## src/rtl/bitstream_field_reader_assert.svh

```systemverilog
// ---------------------------------------------------------------------------
// Assertion macros for the bitstream field reader
// Checks compile in simulation and drop out when SYNTHESIS is defined.
// ---------------------------------------------------------------------------
`ifndef BITSTREAM_FIELD_READER_ASSERT_SVH
`define BITSTREAM_FIELD_READER_ASSERT_SVH

`ifndef SYNTHESIS
// Property checked at every clock edge outside reset.
`define BFR_ASSERT_ALWAYS(lbl, prop) \
    lbl: assert property (@(posedge clk) disable iff (!rst_n) (prop)) \
        else $error("bitstream field reader check failed")
// Consequent must hold in the cycle after the antecedent.
`define BFR_ASSERT_NEXT(lbl, ante, cons) \
    lbl: assert property (@(posedge clk) disable iff (!rst_n) (ante) |=> (cons)) \
        else $error("bitstream field reader check failed")
`else
`define BFR_ASSERT_ALWAYS(lbl, prop)
`define BFR_ASSERT_NEXT(lbl, ante, cons)
`endif

`endif

```

## src/rtl/bfr_pkg.sv

```systemverilog
// ---------------------------------------------------------------------------
// Bitstream field reader package
// Request and result types, codes and fixed field widths.
// ---------------------------------------------------------------------------
package bfr_pkg;

    localparam int BYTE_W         = 8;
    localparam int CNT_W          = 6;
    localparam int FIELD_W        = 32;
    localparam int POS_W          = 27;
    localparam int LEN_W          = 24;
    localparam int MAX_FIELD_BITS = 32;

    typedef enum logic [1:0] {
        OP_PUSH    = 2'd0,
        OP_GET     = 2'd1,
        OP_ALIGN   = 2'd2,
        OP_RESTART = 2'd3
    } op_t;

    typedef enum logic [1:0] {
        ST_OK      = 2'd0,
        ST_SHORT   = 2'd1,
        ST_DROPPED = 2'd2
    } status_t;

    typedef struct packed {
        op_t                opcode;
        logic [BYTE_W-1:0]  byte_in;
        logic [CNT_W-1:0]   bit_count;
        logic               consume;
    } req_t;

    typedef struct packed {
        status_t            status;
        logic [FIELD_W-1:0] field_bits;
        logic [LEN_W-1:0]   consumed_bytes;
        logic [LEN_W-1:0]   bytes_left;
    } rsp_t;

endpackage

```

## src/rtl/bitstream_field_reader.sv

```systemverilog
// ---------------------------------------------------------------------------
// Bitstream field reader: MSB-first field extractor for a byte stream
// Path: an accepted request goes into the request register, then into the result
// register, where it is taken; the window update is a single pass.
// Throughput: one request per cycle unless the result side holds off.
// Reset: rst_n clears window, fill, position, stream length, both valid flags.
// ---------------------------------------------------------------------------
`include "bitstream_field_reader_assert.svh"

module bitstream_field_reader #(
    parameter int WINDOW_BITS = 64
) (
    input  logic                                clk,
    input  logic                                rst_n,
    // request channel
    input  logic                                in_valid,
    output logic                                in_ready,
    input  logic [1:0]                          opcode,
    input  logic [bfr_pkg::BYTE_W-1:0]          byte_in,
    input  logic [bfr_pkg::CNT_W-1:0]           bit_count,
    input  logic                                consume,
    // result channel
    output logic                                out_valid,
    input  logic                                out_ready,
    output logic [1:0]                          status,
    output logic [bfr_pkg::FIELD_W-1:0]         field_bits,
    output logic [bfr_pkg::LEN_W-1:0]           consumed_bytes,
    output logic [bfr_pkg::LEN_W-1:0]           bytes_left,
    // stream length register
    input  logic                                cfg_wr_en,
    input  logic [bfr_pkg::LEN_W-1:0]           cfg_wr_data
);

    // Stage 1 holds the accepted request, stage 2 holds the finished result.
    // A request moves from stage 1 to stage 2 (and updates the window) when
    // stage 2 is empty or its result is being taken in the same cycle, so
    // the request side keeps flowing while results are taken; a result that
    // is held off stalls the request side once stage 1 is also full.

    logic                          in_valid_reg;
    bfr_pkg::req_t                 req_reg;
    logic                          out_valid_reg;
    bfr_pkg::rsp_t                 rsp_reg;
    logic [bfr_pkg::LEN_W-1:0]     stream_bytes_reg;

    bfr_pkg::rsp_t                 rsp_next;
    logic                          advance;
    logic                          in_take;

    // advance the held request whenever the result stage can take it
    assign advance  = in_valid_reg && (!out_valid_reg || out_ready);
    assign in_ready = !in_valid_reg || advance;
    assign in_take  = in_valid && in_ready;

    bfr_core #(
        .WINDOW_BITS (WINDOW_BITS)
    ) u_core (
        .clk          (clk),
        .rst_n        (rst_n),
        .step         (advance),
        .req          (req_reg),
        .stream_bytes (stream_bytes_reg),
        .rsp          (rsp_next)
    );

    // request register
    always_ff @(posedge clk or negedge rst_n)
    begin
        if (!rst_n)
        begin
            in_valid_reg <= 1'b0;
        end
        else if (in_take)
        begin
            in_valid_reg <= 1'b1;
        end
        else if (advance)
        begin
            in_valid_reg <= 1'b0;
        end
    end

    // payload needs no reset: qualified by in_valid_reg
    always_ff @(posedge clk)
    begin
        if (in_take)
        begin
            req_reg.opcode    <= bfr_pkg::op_t'(opcode);
            req_reg.byte_in   <= byte_in;
            req_reg.bit_count <= bit_count;
            req_reg.consume   <= consume;
        end
    end

    // result register: load on advance, drop once taken
    always_ff @(posedge clk or negedge rst_n)
    begin
        if (!rst_n)
        begin
            out_valid_reg <= 1'b0;
        end
        else if (advance)
        begin
            out_valid_reg <= 1'b1;
        end
        else if (out_ready)
        begin
            out_valid_reg <= 1'b0;
        end
    end

    always_ff @(posedge clk)
    begin
        if (advance)
        begin
            rsp_reg <= rsp_next;
        end
    end

    // stream length; to be written only while no request is in flight (the user's duty, not enforced by the block)
    always_ff @(posedge clk or negedge rst_n)
    begin
        if (!rst_n)
        begin
            stream_bytes_reg <= '0;
        end
        else if (cfg_wr_en)
        begin
            stream_bytes_reg <= cfg_wr_data;
        end
    end

    assign out_valid      = out_valid_reg;
    assign status         = rsp_reg.status;
    assign field_bits     = rsp_reg.field_bits;
    assign consumed_bytes = rsp_reg.consumed_bytes;
    assign bytes_left     = rsp_reg.bytes_left;

    `BFR_ASSERT_ALWAYS(a_stall_only_when_full,
                       !in_ready |-> (in_valid_reg && out_valid_reg && !out_ready));
    `BFR_ASSERT_NEXT(a_advance_loads_result, advance, out_valid_reg);
    `BFR_ASSERT_ALWAYS(a_result_from_request, $rose(out_valid_reg) |-> $past(in_valid_reg));

endmodule

```

## src/rtl/bfr_core.sv

```systemverilog
// ---------------------------------------------------------------------------
// Bitstream field reader core
// Bit window, fill level and stream position, with the update for a single
// request and the result it produces.
// ---------------------------------------------------------------------------
`include "bitstream_field_reader_assert.svh"

module bfr_core #(
    parameter int WINDOW_BITS = 64
) (
    input  logic                       clk,
    input  logic                       rst_n,
    input  logic                       step,
    input  bfr_pkg::req_t              req,
    input  logic [bfr_pkg::LEN_W-1:0]  stream_bytes,
    output bfr_pkg::rsp_t              rsp
);

    localparam int FILL_W = $clog2(WINDOW_BITS + 1);
    localparam logic [FILL_W-1:0] PUSH_LIMIT = FILL_W'(WINDOW_BITS - bfr_pkg::BYTE_W);
    localparam logic [bfr_pkg::CNT_W-1:0] MAX_CNT = bfr_pkg::CNT_W'(bfr_pkg::MAX_FIELD_BITS);
    localparam logic [bfr_pkg::CNT_W-1:0] FIELD_CNT = bfr_pkg::CNT_W'(bfr_pkg::FIELD_W);
    localparam logic [3:0] BYTE_CNT = 4'(bfr_pkg::BYTE_W);

    logic [WINDOW_BITS-1:0]        window_reg;
    logic [WINDOW_BITS-1:0]        window_next;
    logic [FILL_W-1:0]             fill_reg;
    logic [FILL_W-1:0]             fill_next;
    logic [bfr_pkg::POS_W-1:0]     consumed_reg;
    logic [bfr_pkg::POS_W-1:0]     consumed_next;

    logic [bfr_pkg::CNT_W-1:0]     cnt;
    logic [bfr_pkg::CNT_W-1:0]     adv;
    logic [bfr_pkg::FIELD_W-1:0]   top_bits;
    logic [3:0]                    align_gap;
    logic [bfr_pkg::POS_W:0]       round_up;
    logic [bfr_pkg::LEN_W-1:0]     cbytes;
    bfr_pkg::status_t              status;
    logic [bfr_pkg::FIELD_W-1:0]   field;

    assign cnt       = (req.bit_count > MAX_CNT) ? MAX_CNT : req.bit_count;
    assign top_bits  = window_reg[WINDOW_BITS-1 -: bfr_pkg::FIELD_W];
    assign align_gap = BYTE_CNT - {1'b0, consumed_reg[2:0]};

    always_comb
    begin
        status        = bfr_pkg::ST_OK;
        field         = '0;
        adv           = '0;
        window_next   = window_reg;
        fill_next     = fill_reg;
        consumed_next = consumed_reg;
        unique case (req.opcode)
            bfr_pkg::OP_PUSH:
            begin
                if (fill_reg > PUSH_LIMIT)
                begin
                    status = bfr_pkg::ST_DROPPED;
                end
                else
                begin
                    // drop the new byte in just below the buffered bits
                    window_next = window_reg
                                | (WINDOW_BITS'(req.byte_in) << (PUSH_LIMIT - fill_reg));
                    fill_next   = fill_reg + FILL_W'(bfr_pkg::BYTE_W);
                end
            end
            bfr_pkg::OP_GET:
            begin
                if (FILL_W'(cnt) > fill_reg)
                begin
                    status = bfr_pkg::ST_SHORT;
                end
                else if (cnt != '0)
                begin
                    field = top_bits >> (FIELD_CNT - cnt);
                    if (req.consume)
                    begin
                        adv = cnt;
                    end
                end
            end
            bfr_pkg::OP_ALIGN:
            begin
                if (consumed_reg[2:0] != 3'd0)
                begin
                    adv = (FILL_W'(align_gap) > fill_reg) ? bfr_pkg::CNT_W'(fill_reg)
                                                          : bfr_pkg::CNT_W'(align_gap);
                end
            end
            bfr_pkg::OP_RESTART:
            begin
                window_next   = '0;
                fill_next     = '0;
                consumed_next = '0;
            end
            default:
            begin
                status = bfr_pkg::ST_OK;
            end
        endcase
        // advance past consumed bits
        if (adv != '0)
        begin
            window_next   = window_reg << adv;
            fill_next     = fill_reg - FILL_W'(adv);
            consumed_next = consumed_reg + bfr_pkg::POS_W'(adv);
        end
    end

    always_comb
    begin
        round_up           = {1'b0, consumed_next} + (bfr_pkg::POS_W + 1)'(7);
        cbytes             = round_up[bfr_pkg::LEN_W+2:3];
        rsp.status         = status;
        rsp.field_bits     = field;
        rsp.consumed_bytes = cbytes;
        rsp.bytes_left     = (stream_bytes > cbytes) ? (stream_bytes - cbytes) : '0;
    end

    always_ff @(posedge clk or negedge rst_n)
    begin
        if (!rst_n)
        begin
            window_reg   <= '0;
            fill_reg     <= '0;
            consumed_reg <= '0;
        end
        else if (step)
        begin
            window_reg   <= window_next;
            fill_reg     <= fill_next;
            consumed_reg <= consumed_next;
        end
    end

    `BFR_ASSERT_ALWAYS(a_window_clean, (window_reg << fill_reg) == '0);
    `BFR_ASSERT_NEXT(a_restart_clears, step && req.opcode == bfr_pkg::OP_RESTART,
                     fill_reg == '0 && consumed_reg == '0 && window_reg == '0);
    `BFR_ASSERT_NEXT(a_short_holds, step && rsp.status == bfr_pkg::ST_SHORT,
                     $stable(fill_reg) && $stable(consumed_reg) && $stable(window_reg));

endmodule

```

## config.mk

```make
export PLATFORM = sky130hd
export DESIGN_NAME = bitstream_field_reader
export DESIGN_NICKNAME = d
export VERILOG_FILES = /design/src/rtl/bfr_pkg.sv /design/src/rtl/bitstream_field_reader.sv /design/src/rtl/bfr_core.sv
export VERILOG_INCLUDE_DIRS = /design/src /design/src/rtl
export SDC_FILE = /design/constraint.sdc
export NUM_CORES = 1
export LEC_CHECK = 0
export BUFFER_PORTS_ARGS = -buffer_cell sky130_fd_sc_hd__buf_4
export CELL_PAD_IN_SITES_DETAIL_PLACEMENT = 1
export CELL_PAD_IN_SITES_GLOBAL_PLACEMENT = 2
export CORE_ASPECT_RATIO = 1.2
export CORE_MARGIN = 3
export CORE_UTILIZATION = 41
export DETAILED_ROUTE_END_ITERATION = 12
export MAX_ROUTING_LAYER = met4
export PLACE_DENSITY = 0.9
export SLEW_MARGIN = 0
export SYNTH_ARGS = -nofsm -noshare
export SYNTH_HDL_FRONTEND = slang
export SYNTH_SLANG_ARGS = --single-unit
```

## constraint.sdc

```tcl
create_clock -name clk -period 14.75 [get_ports clk]
set_input_delay 0.7375 -clock clk [delete_from_list [all_inputs] [get_ports clk]]
set_output_delay 0.7375 -clock clk [all_outputs]
set_load 0.02 [all_outputs]
```

==> metrics.md <==
| Metric | Value |
|---|---|
| Synth top area cells | dfrtp_1 (17%), edfxtp_1 (17%), mux2i_1 (16%), a21oi_1 (5.9%), nand2_1 (5.3%) |
| Via count | 16,900 |
| Max Freq | 0.0909 GHz |
| Clock sinks | between 200 and 250 |
| Reg2reg path depth | 36 |
| Hold WC Path Type | in -> async |
| Crit-path max FO | 43 |
| Crit end category | flop |
| Post_cts resized | 0 |
| Final Setup Violations | 0 |
| Max reg flops | 64 |
| Crit path max-delay family | simple AND/OR/NAND/NOR gates |
| Power per Cell Area | about 170 nW/µm² |
| Synth Cell Area | approximately 18,000 µm² |
| Largest area contributor in the netlist | dfrtp_1 |
| DR pass1 iterations | 5 |
| Number of global-route vias before repair | between 15,000 and 20,000 |
| Final hold vios | 0 |
| Fin. max-slew vios | 0 |
| GRT Max-Usage Layer | met2 |
| Final wirelength | 70,700 µm |
| VDD IR max | 0.194 mV |
| Top-count cell post-synth | mux2i_1 |
| Routed len/inst | about 26 µm |
| CTS Hold Bufs | 0 |
| Hpwl dp | about 54,000 µm |
| Netlist cell types | 88 |
| Clock skew | 0.0194 ns |
| FF-to-FF End | bytes_left[11] |
| Clock Latency Late Sink | 0.58 ns |
| Status | complete, no violations |
| Yosys top cell area share | 17.3% |
| Number of buffers created by CTS | 28 |
| Slew of the pin with the lowest slew margin | 1.28 ns |
| Die area | about 46,000 µm² |
| Worst reg2reg path startpoint | req_reg[6] |
| Most used cell, CP | ha_1 |
| Grt total ovfl | 0 |
| Final instance area | between 20,000 and 25,000 µm² |
| Global-route met3 utilization | 3.48% |
| Ratio of cells with drive above 1 in the final layout | 13.1% |
| CP arrival | roughly 11 ns |
| Tmin final | roughly 11 ns |
| Core Area | between 40,000 and 50,000 µm² |
| # IOs | 130 |
| Crit path kind | reg -> reg |
| DRT iter0 DRCs | around 1,100 |
| Bufs and invs on worst path | 5 |
| EDFF count, synth | 99 |
| DIE WIDTH | 197 µm |
| Largest net degree at the start of global routing | 73 |
| Synthesized Nets | roughly 2,200 |
| GR Util met2 | between 40% and 50% |
| Synth cell count leaders | mux2i_1 (290), nand2_1 (251), a21oi_1 (210), nor2_1 (175), o21ai_0 (129) |
| Clock buffer depth | 3 |
| GP Congestion | about 0.97 |
| CP startpoint kind | flop |
| Seq/Total Area, Yosys | between 30% and 40% |
| Placed standard-cell area | about 20,000 µm² |
| Synth Flop Type | dfrtp_1 |
| First-pass GRT wire length | 108,000 µm |
| Cell Rows | 83 |
| CTS H-tree lvls | 1 |
| Grt met1 use | a little under two fifths |
| Critical-path top delay cell | a21oi_1 |
| Crit-path max cell delay | ~0.65 ns |
| Final setup TNS | 0 ns |
| Syn Area/Cell | between 8 and 9 µm² |
| Initial Util | 41.7% |
| Final cycle utilization of the critical path | 74.6% |
| Share of async-settable or async-resettable flops after synthesis | 55.6% |
| Mapped Cells | 2,080 |
| Required time of the worst setup path | between 15 and 20 ns |
| Leakage Power | 8.29 nW |
| Number of synthesis warnings | 0 |
| Via/cell ratio | roughly 6.2 |
| CTS tree | done |
| Slew HR | between 10% and 20% |
| Area Growth Syn to Fin | 13.7% |
| ANT cells | 0 |
| Initial antenna violation count | 0 |
| Max Cap Viol | 0 |
| Port Buffers | around 130 |
| Yosys reg bits | ~220 |
| DRC errors left | 0 |
| GRT Total Usage | 30.7% |
| R2r setup slk | 3.75 ns |
| Die Y | approximately 240 µm |
| Clk pin slew, worst setup/hold paths | roughly 0.060 ns |
| RSZ-0062 raised after global routing | false |
| Routed Antenna Nets | 0 |
| Post-CTS Setup Bufs | 0 |
| Fillers | 5,126 |
| Root Buffer | clkbuf_16 |
| Fin nets | around 2,300 |
## per-layer routing
metal | part of all wire (%) | wire (µm) | up-vias
li1 | - | - | 7772
met4 | 7.5 | 5320 | 0
met2 | 46 | 32600 | 521
met3 | 4.9 | 3450 | 199
met1 | 41 | 29300 | 8444
met5 | 0 | 0 | -
## logic make-up after synthesis
family	share of synthesized area (%)
AO/OA/AOI/OAI	19.6
buffers and inverters	4.05
AND/OR/NAND/NOR	16.9
adder cells (fa/ha/maj)	4.06
flip-flops	33.9
XOR/XNOR	3.12
multiplexers	18.4
## where the power goes
part / total [W] / internal [W] / switching, W
logic: 0.00185 / 0.000559 / 0.00129
clock network: 0.000721 / 0.000432 / 0.000289
registers: 0.000961 / 0.000774 / 0.000187
total: 0.00353 / 0.00176 / 0.00176
## stage by stage
stage	worst slack [ns]	total power (W)	hold WS, ns	util [%]	instances
6_report	3.75	0.00353	0.103	47.4	2725
5_1_grt	3.07	0.00370	0.109	47.4	2725
4_1_cts	3.90	0.00348	0.0933	47.4	2725
3_5_place_dp	4.02	0.00275	0.484	45.2	2673
3_3_place_gp	4.35	0.00271	0.467	45.2	2673
2_1_floorplan	5.13	0.00201	0.442	-	2080
## placed cells by master, fill, tap and decap left out, drive strengths merged, types with 10 or more instances in the layout
| master | instances |
|---|---|
| mux2i | 290 |
| nand2 | 252 |
| a21oi | 211 |
| nor2 | 178 |
| buf | 163 |
| o21ai | 130 |
| dfrtp | 124 |
| edfxtp | 99 |
| inv | 68 |
| nand3 | 52 |
| ha | 51 |
| xnor2 | 47 |
| clkbuf | 35 |
| nor3 | 32 |
| mux2 | 31 |
| a31oi | 29 |
| a211oi | 27 |
| o22ai | 25 |
| a21o | 25 |
| nand2b | 24 |
| a22oi | 22 |
| and3 | 21 |
| or3 | 17 |
| xor2 | 16 |
| and2 | 16 |
| nand4 | 15 |
| nor2b | 12 |
| a221oi | 10 |
| clkinv | 10 |
## worst max-delay path by stage
stage,start,end,slack (ns),cells after the start
2_1_floorplan,req_reg[1],bytes_left[11],5.13,38
3_3_place_gp,req_reg[6],bytes_left[23],4.35,35
3_5_place_dp,req_reg[6],bytes_left[11],4.02,36
4_1_cts,req_reg[6],bytes_left[11],3.90,35
5_1_grt,req_reg[6],bytes_left[11],3.07,36
6_report,req_reg[6],bytes_left[11],3.75,36
## final cells by class
class / instances / area [µm²] / area share [%]
Sequential cell: 223 / 6080 / 29.8
Clock buffer: 35 / 758 / 3.72
Multi-Input combinational cell: 1666 / 11200 / 54.9
Timing Repair Buffer: 163 / 1220 / 6.00
Tap cell: 552 / 691 / 3.39
Inverter: 69 / 262 / 1.28
Clock inverter: 17 / 190 / 0.933
Power figures use the tool's default switching activity.
